`src/rtl/core/pms_pkg.sv`:
```
package pms_pkg;

  localparam int DEPTH = 16;
  localparam int IDX_W = (DEPTH > 2) ? $clog2(DEPTH) : 1;
  localparam int CNT_W = $clog2(DEPTH + 1);

  localparam int PRI_W    = 8;
  localparam int HANDLE_W = 16;
  localparam int SLOT_W   = 4;
  localparam int COUNT_W  = 5;

  localparam int IN_TDATA_W  = 32;
  localparam int OUT_FIELD_W = 2 + HANDLE_W + 1 + SLOT_W + HANDLE_W + 2 + COUNT_W;
  localparam int OUT_TDATA_W = ((OUT_FIELD_W + 7) / 8) * 8;

  localparam logic OP_PUSH = 1'b0;
  localparam logic OP_POP  = 1'b1;

  typedef enum logic [2:0] {
    ST_IDLE,
    ST_SEARCH,
    ST_SHIFT,
    ST_SCAN,
    ST_DONE
  } pms_state_t;

endpackage

```
`src/rtl/core/priority_mode_stack.sv`:
```
// priority_mode_stack: stack of prioritized entries, removal by handle
// input channel (in_*): one transaction per operation. in_tuser is the opcode
// (push or pop), in_tdata carries the pushed priority, the handle to pop and
// the blend-enable flag. result channel (out_*): exactly one transaction per
// operation with status, the active entry after the operation, change and
// blend flags and the entry count.
// one operation at a time: in_tready is high only while the sequencer idles
// and comes back the cycle after a result is loaded into the output register.
// a push, a rejected push and a pop of handle 0 or on an empty stack go
// straight from acceptance to the done state. a pop that misses searches
// every entry from the top down. a pop that finds its handle runs a top-down
// search, a gap-closing move and a rescan for the active entry, one entry per
// cycle through the single read port of the entry store. popping the top entry
// skips the move, and popping the last entry also skips the rescan.
// the active entry is tracked in registers, so pushes need no scan.
// reset (rst_n low, synchronous) empties the stack and sets the next handle
// to 1; store contents are not cleared and need no clearing pass.
// a stalled result sits in the output register; the next operation is still
// taken and holds in its final state until that register frees up.
module priority_mode_stack (
  input  logic                              clk,
  input  logic                              rst_n,
  input  logic                              in_tvalid,
  output logic                              in_tready,
  // priority_req[7:0], handle_in[23:8], blend_enabled[24], zero pad
  input  logic [pms_pkg::IN_TDATA_W-1:0]    in_tdata,
  // opcode[0]
  input  logic                              in_tuser,
  output logic                              out_tvalid,
  input  logic                              out_tready,
  // ok[0], full_flag[1], handle_out[17:2], active_valid[18], active_slot[22:19],
  // active_handle[38:23], active_changed[39], start_blend[40],
  // entry_count[45:41], zero pad
  output logic [pms_pkg::OUT_TDATA_W-1:0]   out_tdata
);

  localparam int IDXW = pms_pkg::IDX_W;
  localparam int CNTW = pms_pkg::CNT_W;
  localparam int HW   = pms_pkg::HANDLE_W;
  localparam int PW   = pms_pkg::PRI_W;

  // entry store
  logic [HW-1:0]        mem_h [pms_pkg::DEPTH];
  logic signed [PW-1:0] mem_p [pms_pkg::DEPTH];
  logic [HW-1:0]        rd_h_r;
  logic signed [PW-1:0] rd_p_r;
  logic [IDXW-1:0]      rd_addr;
  logic                 wr_en;
  logic [IDXW-1:0]      wr_addr;
  logic [HW-1:0]        wr_h;
  logic signed [PW-1:0] wr_p;

  pms_pkg::pms_state_t  state_r, state_nxt;
  logic [CNTW-1:0]      count_r, count_nxt;
  logic [HW-1:0]        nhandle_r, nhandle_nxt;
  logic                 act_valid_r, act_valid_nxt;
  logic [IDXW-1:0]      act_slot_r, act_slot_nxt;
  logic [HW-1:0]        act_handle_r, act_handle_nxt;
  logic signed [PW-1:0] act_pri_r, act_pri_nxt;

  logic [IDXW-1:0]      ptr_r, ptr_nxt;
  logic [IDXW-1:0]      lim_r, lim_nxt;
  logic                 iss_done_r, iss_done_nxt;
  logic                 pend_r, pend_nxt;
  logic [IDXW-1:0]      pidx_r, pidx_nxt;

  logic [HW-1:0]        hin_r, hin_nxt;
  logic                 blend_r, blend_nxt;
  logic                 res_ok_r, res_ok_nxt;
  logic                 res_full_r, res_full_nxt;
  logic [HW-1:0]        res_hout_r, res_hout_nxt;
  logic                 res_chg_r, res_chg_nxt;
  logic                 pop_ok_r, pop_ok_nxt;
  logic                 rem_act_r, rem_act_nxt;
  logic [IDXW-1:0]      oa_r, oa_nxt;

  logic                 out_valid_r, out_valid_nxt;
  logic [pms_pkg::OUT_TDATA_W-1:0] out_data_r, out_data_nxt;

  logic                 in_acc;
  logic signed [PW-1:0] pri_in;
  logic [HW-1:0]        hin_in;
  logic                 chg;
  logic                 sblend;

  assign in_tready  = (state_r == pms_pkg::ST_IDLE);
  assign in_acc     = in_tvalid && in_tready;
  assign pri_in     = $signed(in_tdata[PW-1:0]);
  assign hin_in     = in_tdata[PW+HW-1:PW];
  assign out_tvalid = out_valid_r;
  assign out_tdata  = out_data_r;
  assign rd_addr    = ptr_r;

  always_ff @(posedge clk) begin
    if (wr_en) begin
      mem_h[wr_addr] <= wr_h;
      mem_p[wr_addr] <= wr_p;
    end
    rd_h_r <= mem_h[rd_addr];
    rd_p_r <= mem_p[rd_addr];
  end

  always_ff @(posedge clk) begin
    if (!rst_n) begin
      state_r     <= pms_pkg::ST_IDLE;
      count_r     <= '0;
      nhandle_r   <= HW'(1);
      act_valid_r <= 1'b0;
      act_slot_r  <= '0;
      act_handle_r <= '0;
      iss_done_r  <= 1'b0;
      pend_r      <= 1'b0;
      out_valid_r <= 1'b0;
    end else begin
      state_r     <= state_nxt;
      count_r     <= count_nxt;
      nhandle_r   <= nhandle_nxt;
      act_valid_r <= act_valid_nxt;
      act_slot_r  <= act_slot_nxt;
      act_handle_r <= act_handle_nxt;
      iss_done_r  <= iss_done_nxt;
      pend_r      <= pend_nxt;
      out_valid_r <= out_valid_nxt;
    end
  end

  always_ff @(posedge clk) begin
    act_pri_r  <= act_pri_nxt;
    ptr_r      <= ptr_nxt;
    lim_r      <= lim_nxt;
    pidx_r     <= pidx_nxt;
    hin_r      <= hin_nxt;
    blend_r    <= blend_nxt;
    res_ok_r   <= res_ok_nxt;
    res_full_r <= res_full_nxt;
    res_hout_r <= res_hout_nxt;
    res_chg_r  <= res_chg_nxt;
    pop_ok_r   <= pop_ok_nxt;
    rem_act_r  <= rem_act_nxt;
    oa_r       <= oa_nxt;
    out_data_r <= out_data_nxt;
  end

  // final change flag: a pop compares the rescanned active entry with where
  // the old one ended up
  assign chg = pop_ok_r ? (rem_act_r || !act_valid_r || (act_slot_r != oa_r)) : res_chg_r;
  assign sblend = chg && act_valid_r && blend_r;

  always_comb begin
    state_nxt      = state_r;
    count_nxt      = count_r;
    nhandle_nxt    = nhandle_r;
    act_valid_nxt  = act_valid_r;
    act_slot_nxt   = act_slot_r;
    act_handle_nxt = act_handle_r;
    act_pri_nxt    = act_pri_r;
    ptr_nxt        = ptr_r;
    lim_nxt        = lim_r;
    iss_done_nxt   = iss_done_r;
    pend_nxt       = 1'b0;
    pidx_nxt       = pidx_r;
    hin_nxt        = hin_r;
    blend_nxt      = blend_r;
    res_ok_nxt     = res_ok_r;
    res_full_nxt   = res_full_r;
    res_hout_nxt   = res_hout_r;
    res_chg_nxt    = res_chg_r;
    pop_ok_nxt     = pop_ok_r;
    rem_act_nxt    = rem_act_r;
    oa_nxt         = oa_r;
    out_valid_nxt  = out_valid_r && !out_tready;
    out_data_nxt   = out_data_r;
    wr_en          = 1'b0;
    wr_addr        = ptr_r;
    wr_h           = rd_h_r;
    wr_p           = rd_p_r;

    // shared read sequencer: issue one address per cycle, check its data from the registered read port
    if ((state_r == pms_pkg::ST_SEARCH || state_r == pms_pkg::ST_SHIFT ||
         state_r == pms_pkg::ST_SCAN) && !iss_done_r) begin
      pend_nxt = 1'b1;
      pidx_nxt = ptr_r;
      if (state_r == pms_pkg::ST_SEARCH) begin
        if (ptr_r == '0) iss_done_nxt = 1'b1;
        else ptr_nxt = ptr_r - 1'b1;
      end else begin
        if (ptr_r == lim_r) iss_done_nxt = 1'b1;
        else ptr_nxt = ptr_r + 1'b1;
      end
    end

    case (state_r)
      pms_pkg::ST_IDLE: begin
        if (in_acc) begin
          hin_nxt      = hin_in;
          blend_nxt    = in_tdata[PW+HW];
          res_ok_nxt   = 1'b0;
          res_full_nxt = 1'b0;
          res_hout_nxt = '0;
          res_chg_nxt  = 1'b0;
          pop_ok_nxt   = 1'b0;
          rem_act_nxt  = 1'b0;
          state_nxt    = pms_pkg::ST_DONE;
          if (in_tuser == pms_pkg::OP_PUSH) begin
            if (count_r == CNTW'(pms_pkg::DEPTH)) begin
              res_full_nxt = 1'b1;
            end else begin
              wr_en        = 1'b1;
              wr_addr      = count_r[IDXW-1:0];
              wr_h         = nhandle_r;
              wr_p         = pri_in;
              count_nxt    = count_r + 1'b1;
              nhandle_nxt  = (nhandle_r == {HW{1'b1}}) ? HW'(1) : nhandle_r + 1'b1;
              res_ok_nxt   = 1'b1;
              res_hout_nxt = nhandle_r;
              // ties go to the newer entry
              if (!act_valid_r || (pri_in >= act_pri_r)) begin
                act_valid_nxt  = 1'b1;
                act_slot_nxt   = count_r[IDXW-1:0];
                act_handle_nxt = nhandle_r;
                act_pri_nxt    = pri_in;
                res_chg_nxt    = 1'b1;
              end
            end
          end else if ((hin_in != '0) && (count_r != '0)) begin
            ptr_nxt      = IDXW'(count_r - 1'b1);
            iss_done_nxt = 1'b0;
            state_nxt    = pms_pkg::ST_SEARCH;
          end
        end
      end

      pms_pkg::ST_SEARCH: begin
        if (pend_r) begin
          if (rd_h_r == hin_r) begin
            count_nxt    = count_r - 1'b1;
            res_ok_nxt   = 1'b1;
            res_hout_nxt = hin_r;
            pop_ok_nxt   = 1'b1;
            rem_act_nxt  = (pidx_r == act_slot_r);
            oa_nxt       = (pidx_r < act_slot_r) ? act_slot_r - 1'b1 : act_slot_r;
            pend_nxt     = 1'b0;
            iss_done_nxt = 1'b0;
            if (pidx_r == IDXW'(count_r - 1'b1)) begin
              // topmost entry removed, nothing to move
              if (count_r == CNTW'(1)) begin
                act_valid_nxt  = 1'b0;
                act_slot_nxt   = '0;
                act_handle_nxt = '0;
                state_nxt      = pms_pkg::ST_DONE;
              end else begin
                ptr_nxt   = '0;
                lim_nxt   = IDXW'(count_r - CNTW'(2));
                state_nxt = pms_pkg::ST_SCAN;
              end
            end else begin
              ptr_nxt   = pidx_r + 1'b1;
              lim_nxt   = IDXW'(count_r - 1'b1);
              state_nxt = pms_pkg::ST_SHIFT;
            end
          end else if (pidx_r == '0) begin
            pend_nxt  = 1'b0;
            state_nxt = pms_pkg::ST_DONE;
          end
        end
      end

      pms_pkg::ST_SHIFT: begin
        if (pend_r) begin
          wr_en   = 1'b1;
          wr_addr = pidx_r - 1'b1;
          if (pidx_r == lim_r) begin
            pend_nxt     = 1'b0;
            iss_done_nxt = 1'b0;
            ptr_nxt      = '0;
            lim_nxt      = IDXW'(count_r - 1'b1);
            state_nxt    = pms_pkg::ST_SCAN;
          end
        end
      end

      pms_pkg::ST_SCAN: begin
        if (pend_r) begin
          if ((pidx_r == '0) || (rd_p_r >= act_pri_r)) begin
            act_valid_nxt  = 1'b1;
            act_slot_nxt   = pidx_r;
            act_handle_nxt = rd_h_r;
            act_pri_nxt    = rd_p_r;
          end
          if (pidx_r == lim_r) begin
            pend_nxt  = 1'b0;
            state_nxt = pms_pkg::ST_DONE;
          end
        end
      end

      pms_pkg::ST_DONE: begin
        if (!out_valid_r || out_tready) begin
          out_valid_nxt = 1'b1;
          out_data_nxt  = {
            (pms_pkg::OUT_TDATA_W - pms_pkg::OUT_FIELD_W)'(0),
            pms_pkg::COUNT_W'(count_r),
            sblend,
            chg,
            act_valid_r ? act_handle_r : HW'(0),
            act_valid_r ? pms_pkg::SLOT_W'(act_slot_r) : pms_pkg::SLOT_W'(0),
            act_valid_r,
            res_hout_r,
            res_full_r,
            res_ok_r
          };
          state_nxt = pms_pkg::ST_IDLE;
        end
      end

      default: state_nxt = pms_pkg::ST_IDLE;
    endcase
  end

endmodule

```
`config.mk`:
```
export PLATFORM = sky130hd
export DESIGN_NAME = priority_mode_stack
export DESIGN_NICKNAME = d
export VERILOG_FILES = /design/src/rtl/core/pms_pkg.sv /design/src/rtl/core/priority_mode_stack.sv
export SDC_FILE = /design/constraint.sdc
export NUM_CORES = 1
export LEC_CHECK = 0
export ABC_CLOCK_PERIOD_IN_PS = 4400
export BUFFER_PORTS_ARGS = -buffer_cell sky130_fd_sc_hd__buf_2
export CAP_MARGIN = 20
export CORE_MARGIN = 3
export CORE_UTILIZATION = 62
export CTS_BUF_LIST = sky130_fd_sc_hd__clkbuf_4 sky130_fd_sc_hd__clkbuf_8
export DETAILED_ROUTE_END_ITERATION = 7
export GPL_TIMING_DRIVEN = 0
export PLACE_DENSITY = 0.8
export SETUP_SLACK_MARGIN = 0.5
export SYNTH_ARGS = -nofsm -noshare
export SYNTH_HDL_FRONTEND = slang
export SYNTH_SLANG_ARGS = --single-unit
export TNS_END_PERCENT = 5
```
`constraint.sdc`:
```
create_clock -name clk -period 4.4 [get_ports clk]
set_clock_uncertainty 0.2 [all_clocks]
set_input_delay 0 -clock clk [delete_from_list [all_inputs] [get_ports clk]]
set_output_delay 0 -clock clk [all_outputs]
set_load 0.02 [all_outputs]
```
Word-level counts from Yosys, hierarchy flattened
Memories as Yosys holds them, arrays and structs flattened. A register that Yosys moved wholly into a read port is not among the register bits. Cells that the tools add are included.

Register bits after elaboration: 156. Bits in writable memories: 384. Input port bits: 37. Output and inout port bits: 50. Word-level logic and storage cells: 249. Memories: 2.

$add $sub $neg: 9. Magnitude comparators: 3. Equality and inequality tests: 29. Mux-type cells: 142. Bitwise operators: 2. Reductions and logical operators: 38.

Memory list: mem_h (depth 16, bits a word 16, rd ports 1, clocked after memory_dff 1, wr ports 1, RTL line priority_mode_stack.sv:43) `logic [HW-1:0] mem_h [pms_pkg::DEPTH];`; mem_p (depth 16, bits a word 8, rd ports 1, clocked after memory_dff 1, wr ports 1, RTL line priority_mode_stack.sv:44) `logic signed [PW-1:0] mem_p [pms_pkg::DEPTH];`.

Operators with widths (number): 16-bit two-way mux (20); 4-bit two-way mux (34); 8-bit two-way mux (10); 16-bit case mux with 3 select lines (1); 1-bit two-way mux (44); 3-bit two-way mux (13); 16-bit case mux with 2 select lines (1); 5-bit two-way mux (5); 4-bit case mux with 3 select lines (2); 16-bit by 1-bit adder with 16-bit output, second input constant (1); 16-bit == test (1); 16-bit == test, second input constant (1); 4-bit == test (4); 8-bit >= comparator (2); 2-bit by 1-bit != test with 1-bit output, second input constant (8); 4-bit case mux with 2 select lines (2); 8-bit case mux with 2 select lines (1); 16-bit nonzero test (1); 3-bit case mux with 5 select lines (1); 2-bit != test, second input constant (6); 6-bit AND reduction (2); 4-bit by 1-bit subtractor with 4-bit output, second input constant (3); 11-bit AND reduction (1); 1-bit case mux with 2 select lines (5); other kinds (30) (54).

Longest topological paths before layout
Word-level depth: 10. Depth in mapped cells: 13. Mapped depth without buffers: 9.

Worst setup path before layout
No wires, ideal clock.

Path type: register to register. Start: register count_r[0]. End: memory mem_h[0][0] (netlist bit), enable pin. Setup time: 0.405 ns. Data arrival time: 3.395 ns. Data required time: 3.795 ns. Path slack: 0.400 ns. Cell stages (with the launch flop): 11. Path buffers: 2. Period minus slack after synthesis: 4.000 ns. Cell sequence: dfxtp_1 -> clkbuf_1 -> inv_1 -> ha_1 -> nor4bb_1 -> or3_1 -> buf_2 -> and2_1 -> a221o_1 -> or2_2 -> nor2_1.

Cells in the longest elaborated chain, start to end: 7. Elaborated cells between the ends (all ways): 11. Classes of those cells: eq/ne (1); mux (10).

Ends and longest elaborated chain: from (decl) (RTL line priority_mode_stack.sv:54) `logic [CNTW-1:0] count_r, count_nxt;`; from (signal assigned) (RTL line priority_mode_stack.sv:116) `count_r <= count_nxt;`; 5-bit == test (RTL line priority_mode_stack.sv:205) `if (count_r == CNTW'(pms_pkg::DEPTH)) begin`; 1-bit two-way mux (RTL line priority_mode_stack.sv:205); 1-bit two-way mux (RTL line priority_mode_stack.sv:204) `if (in_tuser == pms_pkg::OP_PUSH) begin`; 1-bit two-way mux (RTL line priority_mode_stack.sv:194) `if (in_acc) begin`; 1-bit case mux with 2 select lines (RTL line priority_mode_stack.sv:192) `case (state_r)`; 1-bit two-way mux (RTL line priority_mode_stack.sv:95) `if (wr_en) begin`; 1-bit two-way mux (not written as such) (RTL line priority_mode_stack.sv:96) `mem_h[wr_addr] <= wr_h;`; to (decl) (RTL line priority_mode_stack.sv:43).

Parallel ways exist; a longest one is shown, timed or not.

Worst setup path in the final report
Start: register count_r[0]. End: memory mem_h[8][0] (netlist bit) (data pin).

Cells in the longest elaborated chain, start to end: 5.

Ends and longest elaborated chain: 5-bit == test (RTL line priority_mode_stack.sv:205); 16-bit two-way mux (RTL line priority_mode_stack.sv:205); 16-bit two-way mux (RTL line priority_mode_stack.sv:204); 16-bit two-way mux (RTL line priority_mode_stack.sv:194); 16-bit two-way mux (RTL line priority_mode_stack.sv:192); net wr_h[0] (RTL line priority_mode_stack.sv:50) `logic [HW-1:0] wr_h;`.

The timed path passes the listed nets, and every way through them passes these cells.

==> results.sh <==
export IMPL_outcome="finished clean"
export IMPL_ys_ff_latch=564
export IMPL_crit_type="flip-flop to flip-flop"
export IMPL_drv_slew=0
export IMPL_die_area_sq_um=39500
export IMPL_nets=1763
export IMPL_place_inst=1958
export IMPL_antenna_cells=0
export IMPL_critical_path_endpoint_type="flip-flop"
export IMPL_coreArea_sq_um=36600
export IMPL_hp_class="primary input to flip-flop"
export IMPL_synthAdderAreaFrac_pct=1.79
export IMPL_cts_made_buffers=88
export IMPL_ant_nets=0
export IMPL_ctsLongestPathBuffers=3
export IMPL_drive_above_1_share_pct=26.3
export IMPL_grt_overflow_total=0
export IMPL_clkLatencyLatePin_ns=0.66
export IMPL_synth_edff_count=488
export IMPL_dp_hpwl_microns=33800
export IMPL_setup_violations=0
export IMPL_cts_tree="built"
export IMPL_drc=0
export IMPL_tightest_slew_ns=1.20
export IMPL_hold_violations=0
export IMPL_ys_types=66
export IMPL_grt_max_degree=47
export IMPL_stdcell_area_sq_um=27400
export IMPL_drt_initial_drc_count=1779
export IMPL_ioPinCount=87
export IMPL_synth_xor_area_share_pct=2.15
export IMPL_comb_power_share_pct=28.7
export IMPL_setup_slack_ns=0.462
export IMPL_max_freq_mhz=254
export IMPL_synthToLayoutAreaGrowth_pct=18.7
export IMPL_path_max_fanout=16
export IMPL_maxSlewHeadroom_pct=20.3
export IMPL_clkPwrFrac_pct=26.4
export IMPL_seq_power_share_pct=44.8
export IMPL_start_util_pct=63.0
export IMPL_yosys_area_share_simple_pct=7.05
export IMPL_final_cell_mix="edfxtp_1 (488), nand2_1 (196), mux4_2 (120)"
export IMPL_internal_power_uw=11400
export IMPL_critical_path_arrival_ns=4.08
export IMPL_ys_seq_area_share_pct=70.1
export IMPL_wirelength_microns=62100
export IMPL_io_buffers=76
export IMPL_async_flop_share_pct=0
export IMPL_ys_warn_count=0
export IMPL_antenna_found_initial=0
export IMPL_drt_pass1_iter_count=5
export IMPL_viasPerCell=6.39
export IMPL_chipHeight_microns=199
export IMPL_cts_sinks=564
export IMPL_synth_area_sq_um=23100
export IMPL_first_global_vias=14200
export IMPL_start_kind="flip-flop"
export IMPL_layout_commonest_cell="edfxtp_1"
export IMPL_post_dp_cell_area_sq_um=24200
export IMPL_grt_total_usage_pct=30.5
export IMPL_grt_pass1_wl_microns=88000
export IMPL_clkSlewWorstSetupHoldPaths_ns=0.06
export IMPL_rows=70
export IMPL_synth_compound_area_share_pct=3.91
export IMPL_wl_per_cell_microns=27.8
export IMPL_cts_htree_levels=3
export IMPL_power_density_nw_per_um2=623
export IMPL_die_w_microns=199
export IMPL_worstPathRequired_ns=4.55
export IMPL_p_total_uw=17100
export IMPL_ir_drop_uv=286
export IMPL_instances_no_fill=2231
export IMPL_min_period_ns=3.94
export IMPL_postSynthAreaPerCell_sq_um=16.4
export IMPL_finalCritPeriodShare_pct=89.5
export IMPL_pre_cts_slack_ns=-0.390
export IMPL_vias=14300
export IMPL_p_sw_uw=5650
export IMPL_cap_violations=0
export IMPL_leakage_uw=0.00923
export IMPL_synth_top_family_by_area="multiplexers"
export IMPL_synth_main_ff_cell="edfxtp_1"
export IMPL_rsz0062_at_grt="true"
export IMPL_syn_inst=1409
export IMPL_swShare_pct=33.1
export IMPL_place_gp_congestion=0.936
export IMPL_synthMuxAreaShare_pct=13.1
export IMPL_clockRootBuffer="clkbuf_8"
-- layer usage --
layer	vias up	share of wire [%]	track usage, %
met5	-	0	0
met4	0	5.4	14.7
met3	228	11	7.13
met2	1028	49	48.6
met1	6966	35	40.5
li1	6028	-	-
-- critical path: stages (launching register included) --
cell,delay [ns]
dfxtp_1,0.40
clkbuf_2,0.29
inv_1,0.21
ha_1,0.27
nor4bb_2,0.18
or2_2,0.33
nor2_1,0.22
clkbuf_2,0.30
clkbuf_1,0.50
nand2_1,0.19
nand2_1,0.53
-- cell usage after synthesis (19+ instances only) --
| cell type | n | area (sq um) |
|---|---|---|
| dfxtp_1 | 76 | 1520 |
| inv_1 | 31 | 116 |
| nor2_1 | 51 | 191 |
| mux4_2 | 120 | 2700 |
| nand2_1 | 197 | 739 |
| o21ai_0 | 43 | 215 |
| clkbuf_1 | 46 | 173 |
| o211ai_1 | 20 | 150 |
| and2_1 | 28 | 175 |
| xor2_1 | 27 | 236 |
| edfxtp_1 | 488 | 14700 |
| mux2i_1 | 23 | 230 |
| a21oi_1 | 30 | 150 |
| xnor2_1 | 27 | 236 |
| buf_1 | 19 | 71.3 |
| ha_1 | 33 | 413 |
-- repair_timing --
item | 4_1_cts | 5_1_grt
gates cloned | 16 | 0
resized for setup | 25 | 10
pin swaps | 32 | 3
hold endpoints to repair | 189 | 0
setup buffers | 38 | 6
hold buffers | 48 | 0
endpoints found under the setup margin | 688 | 709
-- stage by stage --
stage                     utilization, %  TNS, ns  hold WS (ns)
after global placement              65.6  -453.52       -0.0179
final                               74.8        0        0.0619
after floorplan                        -        0        -0.101
after global routing                74.8        0        0.0730
after detailed placement            66.1   -72.78       -0.0219
after CTS                           74.3        0       0.00386
-- power groups by stage --
stage          sequential (uW)  combinational, uW  clock (uW)
5_1_grt                   7690               5220        4780
3_5_place_dp              7710               4440           0
6_report                  7650               4900        4510
4_1_cts                   7600               4630        4470
2_1_floorplan             7700               2920           0
3_3_place_gp              7700               4200           0
-- layout make-up --
type / count / area (sq um)
clock buffers: 128 / 1560
inverters: 33 / 124
multi-input cells: 754 / 6820
plain buffers: 75 / 323
fillers: 1993 / 9230
clock inverters: 32 / 221
repair buffers: 177 / 1580
flip-flops and latches: 564 / 16200
well taps: 468 / 586
-- path summary, 6_finish.rpt --
check	startpoint	depth (start not counted)	slack [ns]	end
max	count_r[0]	10	0.46	mem_h[8][0]
min	in_tdata[0]	4	0.06	act_pri_r[0]
max reg2reg	count_r[0]	10	0.46	mem_h[8][0]
min reg2reg	res_hout_r[1]	0	0.20	out_tdata[3]
-- cell families after synthesis --
kind of cell,Yosys count
buffers and inverters,108
AND/OR/NAND/NOR,358
flip-flops,564
AO/OA/AOI/OAI,140
XOR/XNOR,55
multiplexers,150
other,1
adder cells (fa/ha/maj),33
-- flip-flops by register name, summed over array words and instances, names as in the netlist, 3 cells and up --
register	cells
mem_h	256
lim_r	4
count_r	5
out_tdata	46
act_pri_r	8
pidx_r	4
nhandle_r	16
act_slot_r	4
rd_h_r	16
mem_p	128
rd_p_r	8
oa_r	4
ptr_r	4
res_hout_r	16
state_r	3
hin_r	16
act_handle_r	16
Power figures use the tool's default switching activity.
